<file path="config.mk">
export PLATFORM = sky130hd
export DESIGN_NAME = quaternion_report_to_euler
export DESIGN_NICKNAME = d
export VERILOG_FILES = /design/src/hdl/qrte_pkg.sv /design/src/hdl/qrte_front.sv /design/src/hdl/qrte_queue.sv /design/src/hdl/qrte_back.sv /design/src/hdl/quaternion_report_to_euler.sv
export SDC_FILE = /design/constraint.sdc
export NUM_CORES = 2
export LEC_CHECK = 0
export BUFFER_PORTS_ARGS = -buffer_cell sky130_fd_sc_hd__buf_2
export CORE_AREA = 2 2 415 417
export DETAILED_ROUTE_END_ITERATION = 8
export DIE_AREA = 0 0 417 419
export GPL_ROUTABILITY_DRIVEN = 0
export HOLD_SLACK_MARGIN = 0.05
export PLACE_DENSITY = 0.81
export SLEW_MARGIN = 30
export SYNTH_ARGS = -nofsm -noshare
export SYNTH_HDL_FRONTEND = slang
export SYNTH_SLANG_ARGS = --single-unit
</file>
<file path="constraint.sdc">
create_clock -name clk -period 13 [get_ports clk]
set_input_delay 2.6 -clock clk [delete_from_list [all_inputs] [get_ports clk]]
set_output_delay 2.6 -clock clk [all_outputs]
set_load 0.02 [all_outputs]
</file>
<file path="src/hdl/qrte_pkg.sv">
`default_nettype none
package qrte_pkg;

  localparam int CORDIC_STEPS = 16;
  localparam int CORDIC_N = (CORDIC_STEPS > 24) ? 24 : CORDIC_STEPS;

  localparam int ACC_W = 34;  // product sums
  localparam int CW = 36;     // CORDIC x / y
  localparam int ZW = 30;     // angle accumulator, degrees * 2^20

  localparam logic [7:0] REPORT_ID_RST = 8'd5;
  localparam logic signed [ZW-1:0] DEG90_Q20 = 30'sd94371840;
  localparam logic signed [ZW-1:0] YAW_LIM = 30'sd23040;
  localparam logic signed [ZW-1:0] PITCH_LIM = 30'sd11520;
  localparam logic signed [ACC_W-1:0] Q28_ONE = 34'sd268435456;

  typedef struct packed {
    logic        cmp;    // compute new angles from quat
    logic        emit;   // give a result after any compute
    logic        fresh;  // refreshed flag of that result
    logic [63:0] quat;   // r, i, j, k from the low bits up
  } qrte_job_t;

  function automatic logic [26:0] atan_q20(input logic [4:0] idx);
    logic [26:0] v;
    case (idx)
      5'd0:  v = 27'd47185920;
      5'd1:  v = 27'd27855475;
      5'd2:  v = 27'd14718068;
      5'd3:  v = 27'd7471121;
      5'd4:  v = 27'd3750058;
      5'd5:  v = 27'd1876857;
      5'd6:  v = 27'd938658;
      5'd7:  v = 27'd469357;
      5'd8:  v = 27'd234682;
      5'd9:  v = 27'd117342;
      5'd10: v = 27'd58671;
      5'd11: v = 27'd29335;
      5'd12: v = 27'd14668;
      5'd13: v = 27'd7334;
      5'd14: v = 27'd3667;
      5'd15: v = 27'd1833;
      5'd16: v = 27'd917;
      5'd17: v = 27'd458;
      5'd18: v = 27'd229;
      5'd19: v = 27'd115;
      5'd20: v = 27'd57;
      5'd21: v = 27'd29;
      5'd22: v = 27'd14;
      5'd23: v = 27'd7;
      default: v = 27'd0;
    endcase
    return v;
  endfunction

endpackage
`default_nettype wire

</file>
<file path="src/hdl/qrte_front.sv">
`default_nettype none
module qrte_front import qrte_pkg::*; (
  input  wire logic       clk,
  input  wire logic       rst_n,
  input  wire logic [7:0] report_id,
  input  wire logic       in_tvalid,
  output logic            in_tready,
  input  wire logic [7:0] in_tdata,
  input  wire logic       in_tlast,
  input  wire logic       queue_full,
  output logic            push,
  output qrte_job_t       job
);

  logic        seen_r, seen_nxt;
  logic [3:0]  cnt_r, cnt_nxt;
  logic [63:0] quat_r, quat_nxt;
  logic        accept;
  logic        cmp;

  assign in_tready = !queue_full;
  assign accept = in_tvalid && in_tready;

  always_comb begin
    seen_nxt = seen_r;
    cnt_nxt = cnt_r;
    quat_nxt = quat_r;
    cmp = 1'b0;
    if (!seen_r) begin
      if (in_tdata == report_id) begin
        seen_nxt = 1'b1;
        cnt_nxt = 4'd0;
      end
    end else if (cnt_r < 4'd8) begin
      quat_nxt[cnt_r[2:0]*8 +: 8] = in_tdata;
      cnt_nxt = cnt_r + 4'd1;
      cmp = (cnt_r == 4'd7);
    end
    job.cmp = cmp;
    job.emit = in_tlast;
    job.fresh = seen_nxt && (cnt_nxt == 4'd8);
    job.quat = quat_nxt;
    // end of buffer: close any open report
    if (in_tlast) begin
      seen_nxt = 1'b0;
      cnt_nxt = 4'd0;
    end
  end

  assign push = accept && (cmp || in_tlast);

  always_ff @(posedge clk) begin
    if (!rst_n) begin
      seen_r <= 1'b0;
      cnt_r <= 4'd0;
    end else if (accept) begin
      seen_r <= seen_nxt;
      cnt_r <= cnt_nxt;
    end
  end

  always_ff @(posedge clk) begin
    if (accept) begin
      quat_r <= quat_nxt;
    end
  end

endmodule
`default_nettype wire

</file>
<file path="src/hdl/qrte_queue.sv">
`default_nettype none
module qrte_queue import qrte_pkg::*; (
  input  wire logic      clk,
  input  wire logic      rst_n,
  input  wire logic      push,
  input  qrte_job_t      job_in,
  input  wire logic      pop,
  output qrte_job_t      job_out,
  output logic           job_valid,
  output logic           full
);

  qrte_job_t  mem_r [2];
  logic       wr_ptr_r;
  logic       rd_ptr_r;
  logic [1:0] count_r;
  logic       do_pop;

  assign job_valid = (count_r != 2'd0);
  assign full = (count_r == 2'd2);
  assign job_out = mem_r[rd_ptr_r];
  assign do_pop = pop && job_valid;

  always_ff @(posedge clk) begin
    if (!rst_n) begin
      wr_ptr_r <= 1'b0;
      rd_ptr_r <= 1'b0;
      count_r <= 2'd0;
    end else begin
      if (push) begin
        wr_ptr_r <= !wr_ptr_r;
      end
      if (do_pop) begin
        rd_ptr_r <= !rd_ptr_r;
      end
      if (push && !do_pop) begin
        count_r <= count_r + 2'd1;
      end else if (!push && do_pop) begin
        count_r <= count_r - 2'd1;
      end
    end
  end

  always_ff @(posedge clk) begin
    if (push) begin
      mem_r[wr_ptr_r] <= job_in;
    end
  end

endmodule
`default_nettype wire

</file>
<file path="src/hdl/qrte_back.sv">
`default_nettype none
module qrte_back import qrte_pkg::*; (
  input  wire logic        clk,
  input  wire logic        rst_n,
  input  qrte_job_t        job_in,
  input  wire logic        job_valid,
  output logic             job_pop,
  output logic             out_tvalid,
  input  wire logic        out_tready,
  output logic [47:0]      out_tdata,
  output logic             out_tuser
);

  localparam logic [3:0] ST_IDLE  = 4'd0;
  localparam logic [3:0] ST_MUL   = 4'd1;
  localparam logic [3:0] ST_SAT   = 4'd2;
  localparam logic [3:0] ST_SQ    = 4'd3;
  localparam logic [3:0] ST_RINIT = 4'd4;
  localparam logic [3:0] ST_ROOT  = 4'd5;
  localparam logic [3:0] ST_CLD   = 4'd6;
  localparam logic [3:0] ST_CRUN  = 4'd7;
  localparam logic [3:0] ST_CEND  = 4'd8;
  localparam logic [3:0] ST_OUT   = 4'd9;

  localparam logic [1:0] SEL_YAW   = 2'd0;
  localparam logic [1:0] SEL_ROLL  = 2'd1;
  localparam logic [1:0] SEL_PITCH = 2'd2;

  logic [3:0]  state_r;
  logic [4:0]  cnt_r;
  logic [63:0] q_r;
  logic        emit_r;
  logic        fresh_r;
  logic signed [31:0] prod_r;
  logic signed [ACC_W-1:0] acc_yx_r, acc_rx_r, acc_yy_r, acc_ry_r, acc_a_r;
  logic signed [29:0] a_r;
  logic [57:0] sq_r;
  logic [57:0] rad_r;
  logic [28:0] root_r;
  logic [31:0] rem_r;
  logic [1:0]  sel_r;
  logic signed [CW-1:0] cx_r, cy_r;
  logic signed [ZW-1:0] cz_r;
  logic        zero_r;
  logic signed [15:0] held_yaw_r, held_roll_r;
  logic signed [14:0] held_pitch_r;
  logic        out_valid_r;
  logic [47:0] out_data_r;
  logic        out_user_r;

  logic signed [15:0] op_a, op_b;
  logic signed [15:0] c_r, c_i, c_j, c_k;
  logic [4:0]  prev;
  logic signed [ACC_W-1:0] p_ext, a_dbl;
  logic signed [29:0] a_sat;
  logic [28:0] a_mag;
  logic [31:0] rem_sh, root_t;
  logic signed [CW-1:0] ld_x, ld_y, xs, ys;
  logic signed [ZW-1:0] z_rnd, ang, lim;
  logic        out_free;

  assign c_r = q_r[15:0];
  assign c_i = q_r[31:16];
  assign c_j = q_r[47:32];
  assign c_k = q_r[63:48];
  assign prev = cnt_r - 5'd1;
  assign p_ext = ACC_W'(prod_r);
  assign out_free = !out_valid_r || out_tready;
  assign job_pop = (state_r == ST_IDLE) && job_valid;

  // product sequence: squares first, then the cross terms
  always_comb begin
    case (cnt_r)
      5'd0:    begin op_a = c_r; op_b = c_r; end
      5'd1:    begin op_a = c_i; op_b = c_i; end
      5'd2:    begin op_a = c_j; op_b = c_j; end
      5'd3:    begin op_a = c_k; op_b = c_k; end
      5'd4:    begin op_a = c_i; op_b = c_j; end
      5'd5:    begin op_a = c_r; op_b = c_k; end
      5'd6:    begin op_a = c_r; op_b = c_i; end
      5'd7:    begin op_a = c_j; op_b = c_k; end
      5'd8:    begin op_a = c_r; op_b = c_j; end
      5'd9:    begin op_a = c_i; op_b = c_k; end
      default: begin op_a = c_r; op_b = c_r; end
    endcase
  end

  always_comb begin
    a_dbl = acc_a_r <<< 1;
    if (a_dbl > Q28_ONE) begin
      a_sat = 30'sd268435456;
    end else if (a_dbl < -Q28_ONE) begin
      a_sat = -30'sd268435456;
    end else begin
      a_sat = a_dbl[29:0];
    end
    a_mag = a_r[29] ? 29'(-a_r) : a_r[28:0];
  end

  assign rem_sh = {rem_r[29:0], rad_r[57:56]};
  assign root_t = {1'b0, root_r, 2'b01};

  always_comb begin
    case (sel_r)
      SEL_YAW: begin
        ld_y = CW'(acc_yy_r <<< 1);
        ld_x = CW'(acc_yx_r);
      end
      SEL_ROLL: begin
        ld_y = CW'(acc_ry_r <<< 1);
        ld_x = CW'(acc_rx_r);
      end
      default: begin
        ld_y = CW'(a_r);
        ld_x = CW'({1'b0, root_r});
      end
    endcase
  end

  assign xs = cx_r >>> cnt_r;
  assign ys = cy_r >>> cnt_r;

  always_comb begin
    z_rnd = (cz_r + ZW'(4096)) >>> 13;
    lim = (sel_r == SEL_PITCH) ? PITCH_LIM : YAW_LIM;
    if (zero_r) begin
      ang = '0;
    end else if (z_rnd > lim) begin
      ang = lim;
    end else if (z_rnd < -lim) begin
      ang = -lim;
    end else begin
      ang = z_rnd;
    end
  end

  always_ff @(posedge clk) begin
    if (!rst_n) begin
      state_r <= ST_IDLE;
      held_yaw_r <= '0;
      held_pitch_r <= '0;
      held_roll_r <= '0;
      out_valid_r <= 1'b0;
    end else begin
      // drop a taken result unless ST_OUT reloads the register at this edge
      if (out_valid_r && out_tready && (state_r != ST_OUT)) begin
        out_valid_r <= 1'b0;
      end
      case (state_r)
        ST_IDLE: begin
          if (job_valid) begin
            if (job_in.cmp) begin
              state_r <= ST_MUL;
            end else begin
              state_r <= ST_OUT;
            end
          end
        end
        ST_MUL: begin
          if (cnt_r == 5'd10) begin
            state_r <= ST_SAT;
          end
        end
        ST_SAT:   state_r <= ST_SQ;
        ST_SQ:    state_r <= ST_RINIT;
        ST_RINIT: state_r <= ST_ROOT;
        ST_ROOT: begin
          if (cnt_r == 5'd28) begin
            state_r <= ST_CLD;
          end
        end
        ST_CLD: state_r <= ST_CRUN;
        ST_CRUN: begin
          if (cnt_r == 5'(CORDIC_N - 1)) begin
            state_r <= ST_CEND;
          end
        end
        ST_CEND: begin
          case (sel_r)
            SEL_YAW:  held_yaw_r <= ang[15:0];
            SEL_ROLL: held_roll_r <= ang[15:0];
            default:  held_pitch_r <= ang[14:0];
          endcase
          if (sel_r == SEL_PITCH) begin
            state_r <= emit_r ? ST_OUT : ST_IDLE;
          end else begin
            state_r <= ST_CLD;
          end
        end
        ST_OUT: begin
          if (out_free) begin
            out_valid_r <= 1'b1;
            state_r <= ST_IDLE;
          end
        end
        default: state_r <= ST_IDLE;
      endcase
    end
  end

  always_ff @(posedge clk) begin
    case (state_r)
      ST_IDLE: begin
        q_r <= job_in.quat;
        emit_r <= job_in.emit;
        fresh_r <= job_in.fresh;
        cnt_r <= '0;
        sel_r <= SEL_YAW;
        acc_yx_r <= '0;
        acc_rx_r <= '0;
        acc_yy_r <= '0;
        acc_ry_r <= '0;
        acc_a_r <= '0;
      end
      ST_MUL: begin
        if (cnt_r < 5'd10) begin
          prod_r <= op_a * op_b;
        end
        if (cnt_r != 5'd0) begin
          case (prev)
            5'd0: begin
              acc_yx_r <= acc_yx_r + p_ext;
              acc_rx_r <= acc_rx_r + p_ext;
            end
            5'd1: begin
              acc_yx_r <= acc_yx_r + p_ext;
              acc_rx_r <= acc_rx_r - p_ext;
            end
            5'd2: begin
              acc_yx_r <= acc_yx_r - p_ext;
              acc_rx_r <= acc_rx_r - p_ext;
            end
            5'd3: begin
              acc_yx_r <= acc_yx_r - p_ext;
              acc_rx_r <= acc_rx_r + p_ext;
            end
            5'd4, 5'd5: acc_yy_r <= acc_yy_r + p_ext;
            5'd6, 5'd7: acc_ry_r <= acc_ry_r + p_ext;
            5'd8: acc_a_r <= acc_a_r + p_ext;
            5'd9: acc_a_r <= acc_a_r - p_ext;
            default: acc_a_r <= acc_a_r;
          endcase
        end
        cnt_r <= cnt_r + 5'd1;
      end
      ST_SAT: a_r <= a_sat;
      ST_SQ:  sq_r <= 58'(a_mag * a_mag);
      ST_RINIT: begin
        rad_r <= (58'd1 << 56) - sq_r;
        root_r <= '0;
        rem_r <= '0;
        cnt_r <= '0;
      end
      ST_ROOT: begin
        if (rem_sh >= root_t) begin
          rem_r <= rem_sh - root_t;
          root_r <= {root_r[27:0], 1'b1};
        end else begin
          rem_r <= rem_sh;
          root_r <= {root_r[27:0], 1'b0};
        end
        rad_r <= rad_r << 2;
        cnt_r <= cnt_r + 5'd1;
      end
      ST_CLD: begin
        zero_r <= (ld_x == '0) && (ld_y == '0);
        cnt_r <= '0;
        if (ld_x < 0) begin
          if (ld_y >= 0) begin
            cx_r <= ld_y;
            cy_r <= -ld_x;
            cz_r <= DEG90_Q20;
          end else begin
            cx_r <= -ld_y;
            cy_r <= ld_x;
            cz_r <= -DEG90_Q20;
          end
        end else begin
          cx_r <= ld_x;
          cy_r <= ld_y;
          cz_r <= '0;
        end
      end
      ST_CRUN: begin
        if (cy_r > 0) begin
          cx_r <= cx_r + ys;
          cy_r <= cy_r - xs;
          cz_r <= cz_r + ZW'(atan_q20(cnt_r));
        end else begin
          cx_r <= cx_r - ys;
          cy_r <= cy_r + xs;
          cz_r <= cz_r - ZW'(atan_q20(cnt_r));
        end
        cnt_r <= cnt_r + 5'd1;
      end
      ST_CEND: sel_r <= sel_r + 2'd1;
      ST_OUT: begin
        if (out_free) begin
          out_data_r <= {1'b0, held_roll_r, held_pitch_r, held_yaw_r};
          out_user_r <= fresh_r;
        end
      end
      default: cnt_r <= cnt_r;
    endcase
  end

  assign out_tvalid = out_valid_r;
  assign out_tdata = out_data_r;
  assign out_tuser = out_user_r;

endmodule
`default_nettype wire

</file>
<file path="src/hdl/quaternion_report_to_euler.sv">
// A last byte reaches out_tvalid via the job queue, ST_OUT and the output register
// when the back end is idle and no report completes in the buffer. Bytes are taken
// one per cycle while the angle unit works; the front stalls only when its
// two-entry job queue is full.
// Reset (rst_n low, synchronous): report_id returns to 5, held angles to zero,
// the queue and the open report are dropped and out_tvalid falls.
`default_nettype none
module quaternion_report_to_euler import qrte_pkg::*; (
  input  wire logic        clk,
  input  wire logic        rst_n,
  // configuration: report_id
  input  wire logic        cfg_wr_en,
  input  wire logic [7:0]  cfg_wr_data,
  // input bytes
  input  wire logic        in_tvalid,
  output logic             in_tready,
  input  wire logic [7:0]  in_tdata,   // [7:0] data_byte
  input  wire logic        in_tlast,   // last_byte
  // results
  output logic             out_tvalid,
  input  wire logic        out_tready,
  output logic [47:0]      out_tdata,  // [15:0] yaw_angle, [30:16] pitch_angle,
                                       // [46:31] roll_angle, [47] zero
  output logic             out_tuser   // refreshed
);

  logic [7:0] report_id_r;
  logic       push;
  logic       pop;
  logic       job_valid;
  logic       queue_full;
  qrte_job_t  job_push;
  qrte_job_t  job_head;

  // hold the identifier byte; the user must write it only while the block is idle (not enforced here)
  always_ff @(posedge clk) begin
    if (!rst_n) begin
      report_id_r <= REPORT_ID_RST;
    end else if (cfg_wr_en) begin
      report_id_r <= cfg_wr_data;
    end
  end

  // front: scan the buffer, gather the report, post one job per transaction
  // that completes a report or closes the buffer
  qrte_front u_front (
    .clk        (clk),
    .rst_n      (rst_n),
    .report_id  (report_id_r),
    .in_tvalid  (in_tvalid),
    .in_tready  (in_tready),
    .in_tdata   (in_tdata),
    .in_tlast   (in_tlast),
    .queue_full (queue_full),
    .push       (push),
    .job        (job_push)
  );

  qrte_queue u_queue (
    .clk       (clk),
    .rst_n     (rst_n),
    .push      (push),
    .job_in    (job_push),
    .pop       (pop),
    .job_out   (job_head),
    .job_valid (job_valid),
    .full      (queue_full)
  );

  // back: products, asin argument root, three CORDIC passes, then the result if the job emits one
  qrte_back u_back (
    .clk        (clk),
    .rst_n      (rst_n),
    .job_in     (job_head),
    .job_valid  (job_valid),
    .job_pop    (pop),
    .out_tvalid (out_tvalid),
    .out_tready (out_tready),
    .out_tdata  (out_tdata),
    .out_tuser  (out_tuser)
  );

endmodule
`default_nettype wire

</file>
==> results.toml <==
[final_layout]
multi_input_area_mm2 = 0.0607
layout_common_cells = "inv_1, nor2_1, fa_1"
drive_gt1_frac = 0.0705
n_antenna_cell = 0
fillCellCount = 13500
fin_nets = 11100
final_util = 0.583
layout_commonest_cell = "inv_1"
seqCellArea_mm2 = 0.0266
area_delta_synth_final_pct = 7.00

[detailed_routing]
routed_wl_mm = 258
drtAntennaViolNets = 0
drt_iter0_drc = 9275
wl_per_cell_um = 21.8
avgViaCountPerCell = 6.28
drcViolationCount = 0
vias = 74400
dr.pass1.iters = 9

[clock_tree]
clk_latency_ns = 0.78
clkSlewWorstSetupHoldPaths_ns = 0.06
clock_sinks = 917
clock-root-buffer = "clkbuf_16"
cts_tree = "built"
numCtsBuffers = 100
cts_setup_buffers = 0
h-tree-depth = 3
cts.hold.buffers_added = 0
cts_buffer_depth = 3
cts_resized = 0

[synthesis]
muxShareOfSynthArea = 0.0461
synth-main-ff-cell = "edfxtp_1"
async_reset_ff_frac = 0
synth_seq_cells = 917
synth_cell_types = 90
yosys_warnings = 0
ys_seq_area_frac = 0.286
synth_adder_area_share = 0.280
synthSimpleGateAreaFrac = 0.133
synth_xor_area_frac = 0.0628
synth.avg_cell_area_um2 = 9.67
synth_cells = 9614
synth_compound_area_frac = 0.128
synth_top_family_by_area = "adder cells"
synth_nets = 11200
synth-edff-count = 821
syn_area_mm2 = 0.0929

[floorplan]
io_pins = 73
core_area_mm2 = 0.171
row_count = 152
start_util = 0.545
die_w_um = 417
fp.dieH_um = 419
die-area_mm2 = 0.175

[place]
dp_hpwl_mm = 197
numPortBuffers = 71

[timing]
worstMarginPinSlew_ns = 1.04
tns_ns = 0
maxSlewViolCount = 0
timing.final.hold_violations = 0
fin_crit_sh = 0.861
finClkSkew_ns = 0.104
rsz0062_at_grt = "false"
fmax_ghz = 0.0893
report.final.setup_viol = 0
period_minus_slack_ns = 11.20
slew_headroom = 0.301

[setup_path]
ff2ff_path_depth = 29
crit_fanout = 19
cp.required_ns = 13.43
cpMostUsedCell = "fa_1"
critPathLaunchType = "register"
crit_arrival_ns = 11.63
worstSetupEndpointType = "register"
r2r-start = "u_back.a_r[9]"
slowest_stage = "clkinv_1"
reg2reg_to = "u_back.sq_r[54]"
reg2reg_slack_ns = 1.80
path_buf_inv = 4
critical_path_class = "reg -> reg"
cp_top_family = "adder cells"
max_stage_delay_ns = 1.06

[global_routing]
grt_pass1_vias = 74500
grt_usage = 0.292
grt_overflow = 0
grt_pass1_wl_mm = 404
antenna_found_initial = 3
grt_max_degree = 84

[min_path]
min_path_type = "reg -> reg"
min_to = "u_back.out_tdata[41]"
min_from = "u_back.held_roll_r[10]"
min_path_cells = 0

[run]
cap_violations = 0

[run_status]
status = "finished, final reports clean"
worst max-delay path by stage:
stage                     from                end  slack [ns]  cells past startpoint
2_1_floorplan  u_back.cnt_r[0]  u_back.prod_r[31]        2.97                     41
3_3_place_gp     u_back.a_r[1]    u_back.sq_r[57]        2.22                     34
3_5_place_dp     u_back.a_r[1]    u_back.sq_r[57]        2.04                     34
4_1_cts          u_back.a_r[1]    u_back.sq_r[57]        1.98                     34
5_1_grt          u_back.a_r[9]    u_back.sq_r[54]        1.24                     29
6_report         u_back.a_r[9]    u_back.sq_r[54]        1.80                     29
through the flow:
step | instance area, um^2 | hold slack, ns | std cells | worst slack (ns)
floorplan | 92900 | 0.400 | 9614 | 2.97
global placement | 95800 | 0.411 | 11700 | 2.22
detailed placement | 95900 | 0.414 | 11700 | 2.04
CTS | 99400 | 0.381 | 11800 | 1.98
global route | 99400 | 0.400 | 11800 | 1.24
finish | 99400 | 0.397 | 11800 | 1.80
worst register-to-register path: cells and delay by family (launching register included):
family / cells / cell delay, ns
flops: 1 / 0.54
buf+inv: 4 / 1.26
fa+ha+maj: 9 / 4.06
xor+xnor: 1 / 0.77
simple gates: 7 / 1.80
compound gates: 8 / 2.46
layout make-up:
class	instances	share of cell area
Multi-Input combinational cell	7105	0.610
Tap cell	2233	0.0281
Sequential cell	917	0.267
Clock buffer	123	0.0268
Inverter	1211	0.0457
Timing Repair Buffer	195	0.0132
Clock inverter	64	0.00858
synth_stat cells (147+ instances only):
cell type,number,share of area
a21o_1,163,0.013
a21oi_1,562,0.030
clkbuf_1,322,0.013
edfxtp_1,821,0.27
fa_1,876,0.19
ha_1,676,0.091
inv_1,1200,0.048
nand2_1,819,0.033
nand3_1,177,0.0095
nor2_1,995,0.040
nor3_1,147,0.0079
o21ai_0,353,0.019
xnor2_1,367,0.035
xor2_1,299,0.028
cell families after synthesis:
family / Yosys count
AOI/OAI and AO/OA: 1852
xor gates and xnor gates: 666
adders and majority gates: 1552
buffers and inverters: 1592
DFF: 917
muxes: 307
other: 1
and+or+nand+nor: 2727
registers in the layout (all words and copies together) (netlist names), 29 cells and up, named ones only:
name / count
u_back.a_r: 29
u_back.acc_a_r: 33
u_back.acc_rx_r: 34
u_back.acc_ry_r: 34
u_back.acc_yx_r: 34
u_back.acc_yy_r: 34
u_back.cx_r: 36
u_back.cy_r: 36
u_back.cz_r: 30
u_back.out_tdata: 47
u_back.prod_r: 32
u_back.q_r: 64
u_back.rad_r: 55
u_back.rem_r: 30
u_back.root_r: 29
u_back.sq_r: 55
u_front.quat_r: 64
u_queue.mem_r: 134
per-layer routing:
| metal | part of all wire | vias up | global-route usage |
|---|---|---|---|
| li1 | - | 32800 | - |
| met5 | 0.00011 | - | 0 |
| met1 | 0.37 | 36100 | 0.378 |
| met4 | 0.055 | 4 | 0.142 |
| met3 | 0.12 | 982 | 0.0721 |
| met2 | 0.45 | 4443 | 0.458 |
Power is not shown: default switching activity piles up to over one toggle a cycle in this logic, so the estimate is an artifact.
